`src/sv/uvs_pkg.sv`:
```
// ---------------------------------------------------------------------------
// uvs_pkg: shared types and constants of the UV-sphere vertex generator
// Field widths, CORDIC tables, result records and rounding helpers.
// ---------------------------------------------------------------------------
`default_nettype none

package uvs_pkg;

  // default grid index width
  localparam int GRID_BITS_DEF = 10;

  // fixed field widths
  localparam int POS_W  = 16;
  localparam int TEX_W  = 17;
  localparam int IDX_W  = 20;
  localparam int ANG_W  = 32;

  // CORDIC datapath
  localparam int CORDIC_STEPS = 30;
  localparam int CW           = 33;
  localparam int PROD_W       = 2 * CW;
  localparam logic signed [CW-1:0] CORDIC_GAIN = 33'sd652032874;

  // configuration register reset values
  localparam int STACK_RESET = 16;
  localparam int SLICE_RESET = 32;

  // binary-angle arctangent table, one full turn = 2^32
  function automatic logic [31:0] atan_turn(input int k);
    logic [31:0] t;
    case (k)
      0:  t = 32'd536870912;
      1:  t = 32'd316933406;
      2:  t = 32'd167458907;
      3:  t = 32'd85004756;
      4:  t = 32'd42667331;
      5:  t = 32'd21354465;
      6:  t = 32'd10679838;
      7:  t = 32'd5340245;
      8:  t = 32'd2670163;
      9:  t = 32'd1335087;
      10: t = 32'd667544;
      11: t = 32'd333772;
      12: t = 32'd166886;
      13: t = 32'd83443;
      14: t = 32'd41722;
      15: t = 32'd20861;
      16: t = 32'd10430;
      17: t = 32'd5215;
      18: t = 32'd2608;
      19: t = 32'd1304;
      20: t = 32'd652;
      21: t = 32'd326;
      22: t = 32'd163;
      23: t = 32'd81;
      24: t = 32'd41;
      25: t = 32'd20;
      26: t = 32'd10;
      27: t = 32'd5;
      28: t = 32'd3;
      29: t = 32'd1;
      default: t = 32'd0;
    endcase
    return t;
  endfunction

  // round half up by sh bits (floor), clamp to +-1.0 in Q1.14
  function automatic logic [POS_W-1:0] round_q14(input logic signed [PROD_W-1:0] v,
                                                 input int sh);
    logic signed [PROD_W-1:0] half;
    logic signed [PROD_W-1:0] t;
    half = '0;
    half[sh-1] = 1'b1;
    t = (v + half) >>> sh;
    if (t > 66'sd16384) t = 66'sd16384;
    else if (t < -66'sd16384) t = -66'sd16384;
    return t[POS_W-1:0];
  endfunction

  // index and flag sideband
  typedef struct packed {
    logic [IDX_W-1:0] vnum;
    logic [IDX_W-1:0] qlow;
    logic             qvalid;
    logic             oor;
  } side_t;

  // texture coordinate sideband
  typedef struct packed {
    logic [TEX_W-1:0] u;
    logic [TEX_W-1:0] v;
  } tex_t;

  // one result record
  typedef struct packed {
    logic [POS_W-1:0] pos_x;
    logic [POS_W-1:0] pos_y;
    logic [POS_W-1:0] pos_z;
    logic [TEX_W-1:0] tex_u;
    logic [TEX_W-1:0] tex_v;
    logic [IDX_W-1:0] vertex_number;
    logic [IDX_W-1:0] quad_upper;
    logic [IDX_W-1:0] quad_lower;
    logic             quad_valid;
    logic             out_of_range;
  } rsp_t;

endpackage

`default_nettype wire

```
`src/sv/uvs_quot_lane.sv`:
```
// ---------------------------------------------------------------------------
// uvs_quot_lane: pipelined rounded quotient by a grid count
// out = floor((x*2^k + h) / d) mod 2^W, with 2^k = Q*d + R split so that
// only a narrow remainder is divided, by reciprocal and one correction.
// ---------------------------------------------------------------------------
`default_nettype none

module uvs_quot_lane #(
  parameter int GRID_BITS = uvs_pkg::GRID_BITS_DEF,
  parameter int QW        = 32,
  parameter int W         = 32
) (
  input  wire logic                   clk,
  input  wire logic                   en,
  input  wire logic [GRID_BITS-1:0]   x,
  input  wire logic [QW-1:0]          q_mul,
  input  wire logic [GRID_BITS:0]     r_mul,
  input  wire logic [GRID_BITS:0]     d,
  input  wire logic [GRID_BITS-1:0]   h,
  input  wire logic [2*GRID_BITS+1:0] m_mul,
  output logic [W-1:0]                out
);

  localparam int G = GRID_BITS;
  localparam int S = 2 * G + 2;

  logic [G+QW-1:0]  pa;
  logic [2*G:0]     pb;
  logic [2*S-1:0]   pm;
  logic [S+G:0]     pd;
  logic [S-1:0]     diff;
  logic [G+1:0]     rem;

  logic [W-1:0] a1, a2, a3, a4, a5;
  logic [2*G:0] b1;
  logic [S-1:0] n2, n3, n4;
  logic [S-1:0] qe3, qe4;
  logic [S-1:0] qd4;
  logic [G:0]   q5;

  assign pa   = x * q_mul;
  assign pb   = x * r_mul;
  assign pm   = n2 * m_mul;
  assign pd   = qe3 * d;
  assign diff = n4 - qd4;
  assign rem  = diff[G+1:0];

  always_ff @(posedge clk) begin
    if (en) begin
      // whole part and remainder products
      a1 <= pa[W-1:0];
      b1 <= pb;
      // add rounding half
      a2 <= a1;
      n2 <= S'(b1) + S'(h);
      // reciprocal estimate, low by at most one
      a3  <= a2;
      n3  <= n2;
      qe3 <= pm[2*S-1:S];
      // back-multiply
      a4  <= a3;
      n4  <= n3;
      qe4 <= qe3;
      qd4 <= pd[S-1:0];
      // correct the estimate
      a5 <= a4;
      q5 <= qe4[G:0] + ((rem >= {1'b0, d}) ? (G+1)'(1) : (G+1)'(0));
      // final sum
      out <= a5 + W'(q5);
    end
  end

endmodule

`default_nettype wire

```
`config.mk`:
```
export PLATFORM = sky130hd
export DESIGN_NAME = uvs_quot_lane
export DESIGN_NICKNAME = d
export VERILOG_FILES = /design/src/sv/uvs_pkg.sv /design/src/sv/uvs_quot_lane.sv
export SDC_FILE = /design/constraint.sdc
export NUM_CORES = 2
export LEC_CHECK = 0
export ABC_AREA = 1
export BUFFER_PORTS_ARGS = -buffer_cell sky130_fd_sc_hd__clkbuf_2
export CAP_MARGIN = 20
export CORE_ASPECT_RATIO = 0.8
export CORE_MARGIN = 10
export CORE_UTILIZATION = 55
export DETAILED_ROUTE_END_ITERATION = 6
export PLACE_DENSITY = 0.73
export SLEW_MARGIN = 20
export SYNTH_ARGS = -nofsm -noshare
export SYNTH_HDL_FRONTEND = slang
export SYNTH_SLANG_ARGS = --single-unit
```
`constraint.sdc`:
```
create_clock -name clk -period 16.2 [get_ports clk]
set_input_delay 0.81 -clock clk [delete_from_list [all_inputs] [get_ports clk]]
set_output_delay 0.81 -clock clk [all_outputs]
set_load 0.03 [all_outputs]
```
==> impl_metrics.toml <==
[grt]
grt_start_max_net_pins = 176
grt_pass1_wl_um = 159000
gr-usage-all-layers_pct = 22.9
grt.busiest_layer = "met2"
use_met2_pct = 35.0
use_met3_pct = 6.04
met1_usage_pct = 32.9
grt_antenna_before_repair = 7
grt_pass1_vias = 30800
grt.overflow.total = 0

[timing]
fmax_ghz = 0.151
min_period_ns = 6.63
setup_slack_ns = 9.57
worst_pin_slew_ns = 1.17
slew_violations = 0
max_slew_margin_pct = 21.9
rsz0062_at_grt = "false"
skew_ns = 0.0134
hold_viol = 0
min_period_over_period_pct = 40.9
fin_tns_setup_ns = 0
setup_viol = 0

[logic_synthesis]
syn_nets = 5795
yosysTopAreaCell = "fa_1"
synthCells = 4753
syn-cell-area_um2 = 40700
avgSynthCellArea_um2 = 8.57
synth.area.top_cells = "fa_1 (33%), edfxtp_1 (22%), inv_1 (12%)"
yosysSeqAreaShare_pct = 22.5
synth-seq-cells = 305
synth_top_area_share_pct = 32.6
ys_warn_count = 0
ys_types = 49

[worst_setup_path]
worstSetupEndpointType = "flop"
r2r_cells = 20
critPathBufInv = 3
worstSetupPathType = "flop to flop"
startpoint = "n2[7]"
cp.depth = 20
crit_path_start_kind = "flop"
cp_common_cell = "fa_1"
slowest_stage = "edfxtp_1"
critPathArrivalTime_ns = 6.96
cp_max_fo = 23
worst_path_largest_cell_delay_ns = 1.12
crit_path_cell_trace = "nand2_1 -> fa_1 -> inv_1 -> fa_1 -> fa_1 -> fa_1 -> fa_1 -> fa_1 -> inv_1 -> fa_1 -> inv_1 -> ha_1 -> nand2_1 -> nand2_1 -> a31oi_1 -> o21ai_0 -> a21oi_1 -> nand2_1 -> nand2_1 -> nand2_1"
cp.required_ns = 16.53
rr_startpoint = "n2[7]"
critPathTopFamily = "adder cells"

[clock_network]
cts_tree = "built"
clk_latency_ns = 0.57
clk_pin_slew_ns = 0.07
htreeDepth = 1
ctsHoldBuffers = 0
cts_resized = 0
cts.sinks = 305
clockBufferDepth = 3
root_buffer = "clkbuf_16"
cts_made_buffers = 29
post_cts_buffers = 0

[cells_and_area]
num-nets-final = 5795
drive_above_1_share_pct = 4.61
layoutNonFillerInstCount = 5777
synthToLayoutAreaGrowth_pct = 5.70

[route]
wl_per_cell_um = 16.3
num_vias = 29500
first_pass_iters = 5
drt_iter0_drc = 2486
via_per_inst = 5.11
ant_nets = 0
totalWireLength_um = 93900
route.detailed.drc = 0

[flow_run]
drv_cap = 0

[run_status]
status = "complete, no violations"

[placement]
dpl_worst_slack_ns = 9.43
placed_cells = 5721
place.gp.congestion = 0.963
io_buffer_count = 129
dp_hpwl_um = 73800

[worst_hold_path]
hold_class = "flop to flop"
hp-start = "a3[23]"
hold_path_depth = 0

[die]
coreArea_um2 = 73600
ioPinCount = 130
die_w_um = 324
initial_core_util_pct = 55.3
fp.dieH_um = 263
die_area_um2 = 85400
num_rows = 89
worst reg2reg max path, stage by stage, from the launching register on:
cell and delay [ns]:
edfxtp_1 1.12, nand2_1 0.20, fa_1 0.58, inv_1 0.06
fa_1 0.55, fa_1 0.44, fa_1 0.51, fa_1 0.43
fa_1 0.49, inv_1 0.05, fa_1 0.47, inv_1 0.04
ha_1 0.37, nand2_1 0.13, nand2_1 0.08, a31oi_1 0.24
o21ai_0 0.24, a21oi_1 0.21, nand2_1 0.07, nand2_1 0.06
nand2_1 0.05
routing by layer:
layer  routed length (µm)  share of wire (%)
met5                   57              0.061
met4                 1490                1.6
met3                 9560                 10
met2                41400                 44
met1                41500                 44
area by class of cell:
cell class,count,area [µm²]
fillers,6421,30600
multi-input cells,2959,26000
flip-flops and latches,305,9160
inverters,1314,4930
well taps,1001,1250
repair buffers,144,823
clock buffers,31,733
clock inverters,22,199
diodes,1,2.50
cells in the mapped netlist (all sizes together):
library cell and count:
or3 1, a31oi 16, ha 281, nor3 28, nor4 6, o21a 5, nor3b 2, nand3b 8
o221ai 3, edfxtp 305, nor2b 1, xnor2 51, nor2 126, inv 1314, o21bai 16, nand3 109
o21ai 51, a211o 2, a21oi 124, clkbuf 130, fa 663, a211oi 2, nand4 24, nand2b 1
a21boi 9, a221oi 1, a21o 17, xor2 85, or2 4, o211ai 3, buf 45, nand2 1320
stage by stage:
step           instance area [µm²]  util, %  hold WS, ns
2_1_floorplan                40700        -        0.400
4_1_cts                      43000     58.4        0.407
3_3_place_gp                 42000     57.1        0.400
3_5_place_dp                 42100     57.2        0.405
6_report                     43100     58.5        0.408
5_1_grt                      43100     58.5        0.410
placed cells by master (no fill, tap or decap), types with 8 or more instances in the layout:
cell type,n
clkbuf_2,128
buf_4,10
a21boi_0,8
xor2_1,85
inv_1,1314
nand4_1,24
a21o_1,17
xnor2_1,50
a31oi_1,16
nand2_1,1313
fa_1,663
nor2_1,121
edfxtp_1,305
o21bai_1,16
nand3b_1,8
ha_1,281
o21ai_0,45
nor3_1,26
a21oi_1,121
nand3_1,108
clkbuf_16,29
state kept, by name (all words and copies together) (netlist names):
name  count
a1       32
a2       32
a3       32
a4       32
a5       32
b1       21
n2       22
n3       12
n4       12
out      32
q5       11
qd4      12
qe3      12
qe4      11
path summary, 6_finish.rpt:
| path | to | slack (ns) |
|---|---|---|
| setup reg to reg | qe3[10] | 9.57 |
| setup / recovery | qe3[10] | 9.57 |
| hold / removal | a4[23] | 0.41 |
| hold reg to reg | a4[23] | 0.41 |
cells by family after synthesis:
| family | after synthesis | share of synthesized area (%) |
|---|---|---|
| AO/OA/AOI/OAI | 249 | 3.61 |
| XOR/XNOR | 136 | 2.94 |
| adder cells (fa/ha/maj) | 944 | 41.2 |
| AND/OR/NAND/NOR | 1630 | 15.9 |
| flip-flops | 305 | 22.5 |
| buffers and inverters | 1489 | 13.8 |
Power is not shown: default switching activity piles up to over one toggle a cycle in this logic, so the estimate is an artifact.
