## src/sv/uvs_pkg.sv

```systemverilog
// ---------------------------------------------------------------------------
// uvs_pkg: shared types and constants of the UV-sphere vertex generator
// Field widths, CORDIC tables, result records and rounding helpers.
// ---------------------------------------------------------------------------
`default_nettype none

package uvs_pkg;

  // default grid index width
  localparam int GRID_BITS_DEF = 10;

  // fixed field widths
  localparam int POS_W  = 16;
  localparam int TEX_W  = 17;
  localparam int IDX_W  = 20;
  localparam int ANG_W  = 32;

  // CORDIC datapath
  localparam int CORDIC_STEPS = 30;
  localparam int CW           = 33;
  localparam int PROD_W       = 2 * CW;
  localparam logic signed [CW-1:0] CORDIC_GAIN = 33'sd652032874;

  // configuration register reset values
  localparam int STACK_RESET = 16;
  localparam int SLICE_RESET = 32;

  // binary-angle arctangent table, one full turn = 2^32
  function automatic logic [31:0] atan_turn(input int k);
    logic [31:0] t;
    case (k)
      0:  t = 32'd536870912;
      1:  t = 32'd316933406;
      2:  t = 32'd167458907;
      3:  t = 32'd85004756;
      4:  t = 32'd42667331;
      5:  t = 32'd21354465;
      6:  t = 32'd10679838;
      7:  t = 32'd5340245;
      8:  t = 32'd2670163;
      9:  t = 32'd1335087;
      10: t = 32'd667544;
      11: t = 32'd333772;
      12: t = 32'd166886;
      13: t = 32'd83443;
      14: t = 32'd41722;
      15: t = 32'd20861;
      16: t = 32'd10430;
      17: t = 32'd5215;
      18: t = 32'd2608;
      19: t = 32'd1304;
      20: t = 32'd652;
      21: t = 32'd326;
      22: t = 32'd163;
      23: t = 32'd81;
      24: t = 32'd41;
      25: t = 32'd20;
      26: t = 32'd10;
      27: t = 32'd5;
      28: t = 32'd3;
      29: t = 32'd1;
      default: t = 32'd0;
    endcase
    return t;
  endfunction

  // round half up by sh bits (floor), clamp to +-1.0 in Q1.14
  function automatic logic [POS_W-1:0] round_q14(input logic signed [PROD_W-1:0] v,
                                                 input int sh);
    logic signed [PROD_W-1:0] half;
    logic signed [PROD_W-1:0] t;
    half = '0;
    half[sh-1] = 1'b1;
    t = (v + half) >>> sh;
    if (t > 66'sd16384) t = 66'sd16384;
    else if (t < -66'sd16384) t = -66'sd16384;
    return t[POS_W-1:0];
  endfunction

  // index and flag sideband
  typedef struct packed {
    logic [IDX_W-1:0] vnum;
    logic [IDX_W-1:0] qlow;
    logic             qvalid;
    logic             oor;
  } side_t;

  // texture coordinate sideband
  typedef struct packed {
    logic [TEX_W-1:0] u;
    logic [TEX_W-1:0] v;
  } tex_t;

  // one result record
  typedef struct packed {
    logic [POS_W-1:0] pos_x;
    logic [POS_W-1:0] pos_y;
    logic [POS_W-1:0] pos_z;
    logic [TEX_W-1:0] tex_u;
    logic [TEX_W-1:0] tex_v;
    logic [IDX_W-1:0] vertex_number;
    logic [IDX_W-1:0] quad_upper;
    logic [IDX_W-1:0] quad_lower;
    logic             quad_valid;
    logic             out_of_range;
  } rsp_t;

endpackage

`default_nettype wire

```

## src/sv/uvs_recip.sv

```systemverilog
// ---------------------------------------------------------------------------
// uvs_recip: serial reciprocal setup for the grid counts
// Long-divides 2^m by 2*count one bit per cycle and latches the quotient and
// remainder at the powers the index lanes need.
// ---------------------------------------------------------------------------
`default_nettype none

module uvs_recip #(
  parameter int GRID_BITS = uvs_pkg::GRID_BITS_DEF
) (
  input  wire logic                   clk,
  input  wire logic                   rst,
  input  wire logic                   start,
  input  wire logic [GRID_BITS-1:0]   stack_eff,
  input  wire logic [GRID_BITS-1:0]   slice_eff,
  output logic                        busy,
  output logic [31:0]                 st_qhi,
  output logic [GRID_BITS:0]          st_rhi,
  output logic [uvs_pkg::TEX_W-1:0]   st_qtex,
  output logic [GRID_BITS:0]          st_rtex,
  output logic [2*GRID_BITS+1:0]      st_m,
  output logic [31:0]                 sl_qhi,
  output logic [GRID_BITS:0]          sl_rhi,
  output logic [uvs_pkg::TEX_W-1:0]   sl_qtex,
  output logic [GRID_BITS:0]          sl_rtex,
  output logic [2*GRID_BITS+1:0]      sl_m
);

  localparam int G    = GRID_BITS;
  localparam int S    = 2 * G + 2;
  localparam int MTOP = (S > 33) ? S : 33;
  localparam int MW   = $clog2(MTOP + 1);
  localparam int QW   = MTOP + 1;

  // sequencer codes
  localparam logic [1:0] ST_IDLE  = 2'd0;
  localparam logic [1:0] ST_STACK = 2'd1;
  localparam logic [1:0] ST_SLICE = 2'd2;

  logic [1:0]    state;
  logic [MW-1:0] m;
  logic [QW-1:0] q;
  logic [G+1:0]  rem;
  logic [QW-1:0] q_next;
  logic [G+1:0]  rem_next;
  logic [G:0]    d;
  logic [G+1:0]  r2;

  assign busy = (state != ST_IDLE);
  assign d    = (state == ST_SLICE) ? {slice_eff, 1'b0} : {stack_eff, 1'b0};

  // one restoring step: from 2^m to 2^(m+1)
  always_comb begin
    r2 = {rem[G:0], 1'b0};
    if (r2 >= {1'b0, d}) begin
      rem_next = r2 - {1'b0, d};
      q_next   = {q[QW-2:0], 1'b1};
    end else begin
      rem_next = r2;
      q_next   = {q[QW-2:0], 1'b0};
    end
  end

  // sequencer: stack count, then slice count
  always_ff @(posedge clk) begin
    if (rst || start) begin
      state <= ST_STACK;
      m     <= '0;
      q     <= '0;
      rem   <= (G+2)'(1);
    end else begin
      unique case (state)
        ST_STACK, ST_SLICE: begin
          if (m == MW'(MTOP)) begin
            m     <= '0;
            q     <= '0;
            rem   <= (G+2)'(1);
            state <= (state == ST_STACK) ? ST_SLICE : ST_IDLE;
          end else begin
            m   <= m + MW'(1);
            q   <= q_next;
            rem <= rem_next;
          end
        end
        default: begin
          state <= ST_IDLE;
        end
      endcase
    end
  end

  // latch quotients at the needed powers
  always_ff @(posedge clk) begin
    if (state == ST_STACK) begin
      if (m == MW'(32)) begin
        st_qhi <= q[31:0];
        st_rhi <= rem[G:0];
      end
      if (m == MW'(17)) begin
        st_qtex <= q[uvs_pkg::TEX_W-1:0];
        st_rtex <= rem[G:0];
      end
      if (m == MW'(S)) st_m <= q[S-1:0];
    end
    if (state == ST_SLICE) begin
      if (m == MW'(33)) begin
        sl_qhi <= q[31:0];
        sl_rhi <= rem[G:0];
      end
      if (m == MW'(17)) begin
        sl_qtex <= q[uvs_pkg::TEX_W-1:0];
        sl_rtex <= rem[G:0];
      end
      if (m == MW'(S)) sl_m <= q[S-1:0];
    end
  end

endmodule

`default_nettype wire

```

## config.mk

```make
export PLATFORM = sky130hd
export DESIGN_NAME = uvs_recip
export DESIGN_NICKNAME = d
export VERILOG_FILES = /design/src/sv/uvs_pkg.sv /design/src/sv/uvs_recip.sv
export SDC_FILE = /design/constraint.sdc
export NUM_CORES = 1
export LEC_CHECK = 0
export ABC_AREA = 1
export BUFFER_PORTS_ARGS = -buffer_cell sky130_fd_sc_hd__buf_2
export CAP_MARGIN = 10
export CORE_ASPECT_RATIO = 0.7
export CORE_UTILIZATION = 50
export CTS_BUF_LIST = sky130_fd_sc_hd__clkbuf_8 sky130_fd_sc_hd__clkbuf_16
export DETAILED_ROUTE_END_ITERATION = 16
export GPL_ROUTABILITY_DRIVEN = 0
export PLACE_DENSITY = 0.76
export SLEW_MARGIN = 5
export SYNTH_ARGS = -nofsm -noshare
export SYNTH_HDL_FRONTEND = slang
export SYNTH_SLANG_ARGS = --single-unit
```

## constraint.sdc

```tcl
create_clock -name clk -period 3.7 [get_ports clk]
set_input_delay 0.925 -clock clk [delete_from_list [all_inputs] [get_ports clk]]
set_output_delay 0.925 -clock clk [all_outputs]
set_load 0.03 [all_outputs]
```

==> impl_metrics.csv, run 1 <==
group,metric,value,unit
layout,antenna-diode-count,0,
global_route,antenna_found_initial,0,
drt,detail_route.first_pass.iterations,5,
timing,period_share,0.818,
drt,ant_nets,0,
setup_path,cp_data_arrival_time,3.37,ns
timing,timing_hold_violations_final,0,
drt,viasPerCell,5.06,
timing,slew_viol_final,0,
setup_path,worst_ep_required_time,4.04,ns
synth,synth_top_area_share,0.659,
clocking,clock_tree.htree_level_count,1,
clocking,clk_latency,0.49,ns
clocking,cts_buf_count,22,
place,hpwl_reported_at_the_end_of_detailed_placement,11900,µm
layout,area_delta_synth_final,24.1,%
power_and_ir_drop,static-leakage-power,4.05,nW
clocking,ctsHoldBuffers,0,
clocking,ctsResizeCount,0,
layout,layout_cell_share_with_drive_strength_beyond_1,0.360,
die,die-area,0.0175,mm²
timing,unrepaired_setup_endpoints_after_global_routing,"false",
place,placement.io_buffers,209,
setup_path,type_of_the_worst_setup_path,"flop to flop",
layout,nFillCells,1192,
clocking,clock_tree.root_cell,"sky130_fd_sc_hd__clkbuf_16",
synth,postSynthRegisterBits,237,
timing,max_clock_freq,331,MHz
setup_path,crit_path_max_fanout,11,
drt,route.detailed.wl_per_inst,17.1,µm
timing,min_period,3.02,ns
timing,tightest_slew,0.995,ns
drt,drt_drc_violations_left,0,
die,std_cell_rows,39,
min_path,kind_of_path_behind_the_tightest_hold_check,"flop to flop",
setup_path,worst_setup_path_end_kind,"flop",
synth,yosysMostFrequentCell,"sky130_fd_sc_hd__edfxtp_1",
timing,final.setup_skew,0.00648,ns
die,chipWidth,158,µm
synth,synth_enable_flop_cells,186,
timing,report.final.setup_viol,0,
status,status,"complete, no violations",
synth,netlist-cell-type-count,32,
place,placed_inst_area,0.00981,mm²
synth,synth_async_sr_flop_share,0,
setup_path,cp-start-kind,"flop",
power_and_ir_drop,power.density,489,mW/mm²
synth,synth.top_cells.by_area,"sky130_fd_sc_hd__edfxtp_1, sky130_fd_sc_hd__dfxtp_1, sky130_fd_sc_hd__nand2_1",
synth,netlist_instances,576,
synth,synth.largest_area_cell,"sky130_fd_sc_hd__edfxtp_1",
drt,dr.first_iter.drc_count,310,
global_route,via_count_of_the_first_global_routing_pass,5052,
drt,vias,5271,
die,core_area,0.0164,mm²
clocking,clkSlewWorstSetupHoldPaths,0.06,ns
job,drv.max_cap_violation_count,0,
die,initial_utilization,0.516,
power_and_ir_drop,vdd.ir_drop.worst,282,µV
timing,worst_slew_margin_rel,0.335,
global_route,grt_start_max_net_pins,46,
synth,ys.warnings.count,0,
layout,final_cell_area,0.0105,mm²
clocking,cts_num_sinks,237,
synth,post_synth_most_frequent_cells,"sky130_fd_sc_hd__edfxtp_1, sky130_fd_sc_hd__nand2_1, sky130_fd_sc_hd__dfxtp_1, sky130_fd_sc_hd__a21oi_1, sky130_fd_sc_hd__inv_1",
drt,postRouteWirelength,17900,µm
synth,synth_net_count,617,
synth,syn_avg_cell_area,14.7,µm²
clocking,largest_buffer_count_on_any_clock_path,3,
layout,final_stage_net_count,842,
synth,synth.yosys.seq_area_share,0.779,
synth,synth.cell_area,0.00848,mm²
synth,ys.flop_type,"sky130_fd_sc_hd__edfxtp_1",
global_route,globalRouteOverflowTotal,0,
global_route,globalRouteTotalUtil,0.205,
timing,fin_tns_setup,0,ns
die,die_height,111,µm
clocking,cts_tree,"done",
clocking,cts_setup_buffers,0,
die,ios,210,
global_route,grt_pass1_wl,27300,µm
[stage by stage]
| step | power (mW) | cells | hold slack (ns) | util | worst slack (ns) |
|---|---|---|---|---|---|
| after detailed placement | 3.00 | 1002 | 0.471 | 0.596 | 0.683 |
| after global placement | 2.99 | 1002 | 0.468 | 0.596 | 0.840 |
| after floorplan | 2.97 | 576 | 0.426 | - | 0.726 |
| after global routing | 5.29 | 1042 | 0.510 | 0.640 | 0.319 |
| after CTS | 5.18 | 1042 | 0.487 | 0.640 | 0.668 |
| final | 5.15 | 1042 | 0.480 | 0.640 | 0.675 |
[worst paths after layout]
| path | cells after the start | from | to | slack, ns |
|---|---|---|---|---|
| setup / recovery | 15 | state[0] | rem[10] | 0.68 |
| setup reg to reg | 15 | state[0] | rem[10] | 0.68 |
| hold / removal | 0 | q[28] | sl_qhi[28] | 0.48 |
| hold reg to reg | 0 | q[28] | sl_qhi[28] | 0.48 |
[cell type report]
type	instances	area, µm²	area share
Clock inverter	17	143	0.0136
Timing Repair Buffer	216	1100	0.104
Clock buffer	23	576	0.0547
Inverter	33	124	0.0118
Tap cell	225	282	0.0267
Sequential cell	237	6610	0.628
Multi-Input combinational cell	291	1700	0.161
[kinds of logic after synthesis]
family                   Yosys count  synth area share
AO/OA/AOI/OAI                     57            0.0397
XOR/XNOR                           5           0.00517
adder cells (fa/ha/maj)           18            0.0274
buffers and inverters             48            0.0254
flip-flops                       237             0.779
multiplexers                       9            0.0106
AND/OR/NAND/NOR                  202             0.112
[worst max-delay path, cell delays in order (launching register included)]
cell,delay (ns)
sky130_fd_sc_hd__dfxtp_1,0.31
sky130_fd_sc_hd__inv_1,0.11
sky130_fd_sc_hd__ha_1,0.57
sky130_fd_sc_hd__inv_1,0.31
sky130_fd_sc_hd__nand2_1,0.13
sky130_fd_sc_hd__nand2_1,0.06
sky130_fd_sc_hd__ha_1,0.30
sky130_fd_sc_hd__nand2_1,0.08
sky130_fd_sc_hd__nor2_1,0.05
sky130_fd_sc_hd__nand3_1,0.07
sky130_fd_sc_hd__and2_1,0.38
sky130_fd_sc_hd__nand2_4,0.21
sky130_fd_sc_hd__nand2_1,0.13
sky130_fd_sc_hd__nand2_1,0.05
sky130_fd_sc_hd__nand2_1,0.07
sky130_fd_sc_hd__a21oi_2,0.05
[cells in the final DEF (no fill, tap or decap), types with 12 or more instances in the layout]
master,count
sky130_fd_sc_hd__a21oi_1,41
sky130_fd_sc_hd__nand3b_1,12
sky130_fd_sc_hd__inv_1,36
sky130_fd_sc_hd__nand2_1,128
sky130_fd_sc_hd__ha_1,17
sky130_fd_sc_hd__buf_2,209
sky130_fd_sc_hd__dfxtp_1,51
sky130_fd_sc_hd__clkbuf_16,23
sky130_fd_sc_hd__nor2_1,13
sky130_fd_sc_hd__edfxtp_1,186
[metal layers]
layer | global-route usage | up-vias | share of wire
met5 | 0 | - | 0
met4 | 0.0570 | 0 | 0.021
met3 | 0.0465 | 35 | 0.071
met2 | 0.329 | 235 | 0.46
met1 | 0.281 | 2528 | 0.45
li1 | - | 2473 | -
[registers in the layout, summed over array words and instances, names as in the netlist]
signal,cells
sl_rhi,11
sl_qtex,17
st_m,22
sl_rtex,11
sl_qhi,32
q,32
st_qtex,17
m,6
st_qhi,32
sl_m,22
rem,11
st_rtex,11
st_rhi,11
state,2
[where the power goes]
group	internal (mW)	switching, mW
logic	0.0382	0.0601
registers	2.84	0.00682
clock network	1.28	0.928
total	4.15	0.995
Power figures use the tool's default switching activity.
==> run 2, diff against run 1 <==
==> constraint.sdc (replaced) <==
create_clock -name clk -period 3 [get_ports clk]
set_input_delay 0.75 -clock clk [delete_from_list [all_inputs] [get_ports clk]]
set_output_delay 0.75 -clock clk [all_outputs]
set_load 0.03 [all_outputs]
==> run 2 against run 1 <==
  * Via count fell by 1.5%
  * Worst setup slack got worse by 0.40 ns
  * Sequential share of layout area fell by 0.22 points
  * Hold slack improved by 0.0066 ns
  * Sequential power rose by 24%
  * Clock power rose by 23%
  * Sequential cell count did not move
  * Design area rose by 0.34%
  * Total power rose by 23%
  * Die area did not move
  * Largest cell class unchanged
==> impl_metrics.csv, run 2 (same netlist as run 1, synthesis figures left out) <==
group,metric,value,unit
timing,timing_hold_violations_final,0,
setup_path,cp-start-kind,"flop",
die,die_height,111,µm
place,post-place-cells,1005,
clocking,cts_setup_buffers,0,
layout,mostFrequentLayoutCells,"sky130_fd_sc_hd__buf_2, sky130_fd_sc_hd__edfxtp_1, sky130_fd_sc_hd__nand2_1, sky130_fd_sc_hd__dfxtp_1, sky130_fd_sc_hd__a21oi_1",
clocking,largest_buffer_count_on_any_clock_path,3,
die,chipWidth,158,µm
global_route,antenna_found_initial,0,
timing,worst_slew_margin_rel,0.401,
timing,tightest_slew,0.897,ns
layout,final_stage_net_count,845,
min_path,kind_of_path_behind_the_tightest_hold_check,"flop to flop",
timing,fin_tns_setup,0,ns
timing,slew_viol_final,0,
drt,dr.first_iter.drc_count,270,
drt,drt_drc_violations_left,0,
setup_path,crit_path_max_fanout,11,
global_route,grt_pass1_wl,27000,µm
clocking,cts_buf_count,22,
layout,layout_cell_share_with_drive_strength_beyond_1,0.362,
power_and_ir_drop,intPower,5.12,mW
layout,antenna-diode-count,0,
setup_path,cp_data_arrival_time,3.06,ns
clocking,clock_tree.root_cell,"sky130_fd_sc_hd__clkbuf_16",
layout,final_common_cell,"sky130_fd_sc_hd__buf_2",
layout,final_cell_area,0.0106,mm²
drt,postRouteWirelength,17900,µm
layout,biggestRegsByFlops,"q (32), sl_qhi (32), st_qhi (32)",
die,core_area,0.0164,mm²
timing,min_period,2.73,ns
drt,viasPerCell,4.97,
setup_path,worst_ep_required_time,3.33,ns
clocking,clk_latency,0.48,ns
die,std_cell_rows,39,
die,ios,210,
place,hpwl_reported_at_the_end_of_detailed_placement,12100,µm
setup_path,type_of_the_worst_setup_path,"flop to flop",
global_route,grt_start_max_net_pins,46,
timing,unrepaired_setup_endpoints_after_global_routing,"false",
power_and_ir_drop,power.share.combinational,0.019,
timing,report.final.setup_viol,0,
drt,vias,5194,
die,initial_utilization,0.516,
place,placement.io_buffers,209,
timing,final.setup_skew,0.00755,ns
global_route,globalRouteTotalUtil,0.202,
setup_path,worst_setup_path_end_kind,"flop",
clocking,clock_tree.htree_level_count,1,
timing,period_share,0.909,
clocking,cts_num_sinks,237,
drt,ant_nets,0,
power_and_ir_drop,static-leakage-power,4.07,nW
timing,finalHoldWorstSlack,0.487,ns
layout,area_delta_synth_final,24.6,%
job,drv.max_cap_violation_count,0,
drt,route.detailed.wl_per_inst,17.1,µm
layout,nFillCells,1213,
layout,final_cell_count_no_fill,1045,
clocking,clkSlewWorstSetupHoldPaths,0.06,ns
status,status,"complete, no violations",
place,placed_inst_area,0.00984,mm²
power_and_ir_drop,power.net_switching,1.20,mW
timing,max_clock_freq,367,MHz
drt,detail_route.first_pass.iterations,4,
power_and_ir_drop,pwr-share-clk,0.427,
global_route,globalRouteOverflowTotal,0,
power_and_ir_drop,vdd.ir_drop.worst,397,µV
power_and_ir_drop,net_switching_share_of_the_total_power,0.190,
clocking,ctsResizeCount,0,
global_route,via_count_of_the_first_global_routing_pass,5055,
die,die-area,0.0175,mm²
power_and_ir_drop,share_seq_of_total_power,0.555,
power_and_ir_drop,power.density,599,mW/mm²
clocking,cts_tree,"done",
clocking,ctsHoldBuffers,0,
## run 2: layout make-up
| class | count | area [µm²] | share of cell area |
|---|---|---|---|
| timing repair buffer | 219 | 1130 | 0.107 |
| tap | 225 | 282 | 0.0267 |
| sequential | 237 | 6610 | 0.626 |
| clock inverter | 17 | 144 | 0.0136 |
| multi-input combinational | 291 | 1700 | 0.161 |
| clock buffer | 23 | 576 | 0.0545 |
| inverter | 33 | 124 | 0.0117 |
## run 2: worst paths after layout
kind / start / end / slack, ns / cells after the start
worst max-delay path: state[0] / rem[10] / 0.27 / 14
worst min-delay path: m[5] / m[5] / 0.49 / 2
worst max register to register: state[0] / rem[10] / 0.27 / 14
worst min register to register: m[5] / m[5] / 0.49 / 2
## run 2: per-stage QoR
| stage | power, mW | util | worst slack (ns) |
|---|---|---|---|
| after detailed placement | 3.70 | 0.598 | 0.289 |
| after global placement | 3.69 | 0.598 | 0.374 |
| final | 6.32 | 0.642 | 0.272 |
| after floorplan | 3.66 | - | 0.0259 |
| after CTS | 6.38 | 0.642 | 0.287 |
| after global routing | 6.50 | 0.642 | 0.0449 |
## run 2: routing by layer
layer,part of all wire,up-vias,global-route usage
met3,0.070,15,0.0520
met1,0.46,2522,0.279
met2,0.46,175,0.319
li1,-,2482,-
met5,0,-,0
met4,0.011,0,0.0472
## run 2: power groups by stage
stage / registers, mW / clock network [mW] / logic (mW)
2_1_floorplan: 3.57 / 0 / 0.0881
5_1_grt: 3.51 / 2.86 / 0.134
6_report: 3.51 / 2.70 / 0.119
3_3_place_gp: 3.58 / 0 / 0.115
3_5_place_dp: 3.58 / 0 / 0.119
4_1_cts: 3.51 / 2.75 / 0.119
## run 2: critical path, cell delays in order (launching register included)
cell                      delay (ns)
sky130_fd_sc_hd__dfxtp_1        0.31
sky130_fd_sc_hd__inv_1          0.10
sky130_fd_sc_hd__ha_1           0.16
sky130_fd_sc_hd__buf_4          0.21
sky130_fd_sc_hd__mux2i_1        0.22
sky130_fd_sc_hd__ha_1           0.30
sky130_fd_sc_hd__nand2_1        0.10
sky130_fd_sc_hd__nand2_1        0.07
sky130_fd_sc_hd__a21oi_1        0.16
sky130_fd_sc_hd__and2_1         0.41
sky130_fd_sc_hd__nand2_4        0.21
sky130_fd_sc_hd__nand2_1        0.12
sky130_fd_sc_hd__nand2_1        0.05
sky130_fd_sc_hd__nand2_1        0.07
sky130_fd_sc_hd__a21oi_2        0.05
==> run 3, diff against run 2 <==
--- a/config.mk
+++ b/config.mk
@@ -8,7 +8,7 @@
 export ABC_AREA = 1
 export BUFFER_PORTS_ARGS = -buffer_cell sky130_fd_sc_hd__buf_2
 export CAP_MARGIN = 10
-export CORE_ASPECT_RATIO = 0.7
+export CORE_ASPECT_RATIO = 1.2
 export CORE_UTILIZATION = 50
 export CTS_BUF_LIST = sky130_fd_sc_hd__clkbuf_8 sky130_fd_sc_hd__clkbuf_16
 export DETAILED_ROUTE_END_ITERATION = 16
==> run 3 against run 2 <==
  * Wire length about the same
  * Utilization is 0.15 points higher
  * Critical path type unchanged
  * Die area about the same
==> impl_metrics.csv, run 3 (same netlist as run 1, synthesis figures left out) <==
group,metric,value,unit
layout,area_delta_synth_final,24.5,%
drt,postRouteWirelength,17900,µm
drt,detail_route.first_pass.iterations,5,
timing,unrepaired_setup_endpoints_after_global_routing,"false",
global_route,via_count_of_the_first_global_routing_pass,4996,
drt,viasPerCell,5.07,
clocking,cts_setup_buffers,0,
power_and_ir_drop,power.density,598,mW/mm²
place,place_ws,0.329,ns
die,chipWidth,121,µm
setup_path,cp-start-kind,"flop",
timing,report.final.setup_viol,0,
layout,postLayoutCoreUtil,0.644,
drt,vias,5228,
drt,route.detailed.wl_per_inst,17.3,µm
clocking,clkSlewWorstSetupHoldPaths,0.06,ns
place,placement.io_buffers,209,
layout,multi_input_area,0.00169,mm²
die,initial_utilization,0.517,
power_and_ir_drop,intPower,5.13,mW
die,die_height,145,µm
status,status,"complete, no violations",
setup_path,worst_ep_required_time,3.33,ns
global_route,globalRouteOverflowTotal,0,
layout,mostFrequentLayoutCells,"sky130_fd_sc_hd__buf_2, sky130_fd_sc_hd__edfxtp_1, sky130_fd_sc_hd__nand2_1, sky130_fd_sc_hd__dfxtp_1, sky130_fd_sc_hd__a21oi_1",
clocking,ctsHoldBuffers,0,
global_route,grt_start_max_net_pins,46,
layout,final_stage_net_count,845,
setup_path,cp_data_arrival_time,2.97,ns
timing,period_share,0.880,
min_path,hp-start,"q[31]",
power_and_ir_drop,power.net_switching,1.19,mW
layout,nFillCells,1146,
die,die-area,0.0175,mm²
clocking,largest_buffer_count_on_any_clock_path,3,
timing,tightest_slew,0.909,ns
power_and_ir_drop,static-leakage-power,4.07,nW
clocking,cts_tree,"done",
timing,max_clock_freq,379,MHz
setup_path,worst_setup_path_end_kind,"flop",
power_and_ir_drop,net_switching_share_of_the_total_power,0.188,
setup_path,worst_r2r_path_cells,14,
timing,fin_tns_setup,0,ns
power_and_ir_drop,pwr-share-clk,0.426,
setup_path,crit-reg2reg-launch,"state[0]",
clocking,clk_latency,0.49,ns
timing,slew_viol_final,0,
min_path,holdPathEnd,"st_qhi[31]",
timing,worst_slew_margin_rel,0.393,
layout,biggestRegsByFlops,"q (32), sl_qhi (32), st_qhi (32)",
drt,drt_drc_violations_left,0,
min_path,kind_of_path_behind_the_tightest_hold_check,"flop to flop",
setup_path,setup.reg_to_reg.worst_slack,0.36,ns
timing,timing_hold_violations_final,0,
clocking,clock_tree.htree_level_count,1,
die,std_cell_rows,51,
clocking,clock_tree.root_cell,"sky130_fd_sc_hd__clkbuf_16",
die,ios,210,
min_path,hold-path-cell-count,0,
timing,min_period,2.64,ns
clocking,ctsResizeCount,0,
setup_path,crit_path_max_fanout,11,
clocking,cts_buf_count,22,
place,hpwl_reported_at_the_end_of_detailed_placement,12200,µm
power_and_ir_drop,power.share.combinational,0.019,
power_and_ir_drop,finalPower,6.31,mW
setup_path,terminus_of_the_critical_flop_to_flop_path,"rem[10]",
drt,ant_nets,0,
global_route,grt_pass1_wl,26600,µm
job,drv.max_cap_violation_count,0,
global_route,globalRouteTotalUtil,0.199,
clocking,cts_num_sinks,237,
setup_path,type_of_the_worst_setup_path,"flop to flop",
drt,dr.first_iter.drc_count,297,
timing,final.setup_skew,0.0104,ns
layout,antenna-diode-count,0,
setup_path,crit_path_start,"state[0]",
power_and_ir_drop,vdd.ir_drop.worst,333,µV
layout,final_common_cell,"sky130_fd_sc_hd__buf_2",
layout,layout_cell_share_with_drive_strength_beyond_1,0.366,
layout,sequential_cell_area,0.00661,mm²
die,core_area,0.0164,mm²
global_route,antenna_found_initial,0,
power_and_ir_drop,share_seq_of_total_power,0.555,
timing,post-route-worst-setup-slack,0.359,ns
run 3: changes by cell type in the layout (fill, tap and decap cells not counted), moves of 2 or more:
cell	delta
sky130_fd_sc_hd__clkinv_2	+2
sky130_fd_sc_hd__clkinv_4	-2
sky130_fd_sc_hd__inv_1	-3
sky130_fd_sc_hd__clkbuf_8	+4
run 3: layout make-up:
class                           instances  share of cell area
Clock buffer                           27              0.0597
Clock inverter                         13             0.00889
Inverter                               33              0.0117
Multi-Input combinational cell        291               0.160
Sequential cell                       237               0.626
Tap cell                              212              0.0251
Timing Repair Buffer                  219               0.109
run 3: metrics by stage:
stage	hold WS, ns	std cells	cell area (µm²)
after CTS	0.476	1032	10600
after floorplan	0.426	576	8480
after global placement	0.446	992	9830
final	0.470	1032	10600
after global routing	0.484	1032	10600
after detailed placement	0.454	992	9830
run 3: worst max path at each step:
stage,cells past startpoint,end,slack (ns)
after floorplan,4,sl_qhi[0],0.03
after global placement,12,rem[10],0.41
after detailed placement,12,rem[10],0.33
after CTS,14,rem[10],0.33
after global routing,14,rem[10],0.12
final,14,rem[10],0.36
run 3: routing by layer:
layer / share of wire / track usage
met1: 0.39 / 0.241
met2: 0.53 / 0.367
met3: 0.049 / 0.0209
met5: 0 / 0
met4: 0.025 / 0.0702
run 3: critical path, cell delays in order (launching register included):
cell and delay (ns):
sky130_fd_sc_hd__dfxtp_1 0.32, sky130_fd_sc_hd__inv_1 0.10, sky130_fd_sc_hd__ha_1 0.15, sky130_fd_sc_hd__buf_4 0.20, sky130_fd_sc_hd__mux2i_1 0.37, sky130_fd_sc_hd__ha_1 0.32
sky130_fd_sc_hd__nand2_1 0.07, sky130_fd_sc_hd__nor2_1 0.04, sky130_fd_sc_hd__nand3_1 0.06, sky130_fd_sc_hd__and2_1 0.36, sky130_fd_sc_hd__nand2_4 0.20, sky130_fd_sc_hd__nand2_1 0.12
sky130_fd_sc_hd__nand2_1 0.05, sky130_fd_sc_hd__nand2_1 0.07, sky130_fd_sc_hd__a21oi_2 0.05
run 3: power groups by stage:
stage | Sequential (mW) | Clock, mW | Combinational, mW
global placement | 3.58 | 0 | 0.115
floorplan | 3.57 | 0 | 0.0881
finish | 3.51 | 2.69 | 0.119
CTS | 3.51 | 2.73 | 0.119
global route | 3.51 | 2.86 | 0.133
detailed placement | 3.58 | 0 | 0.119
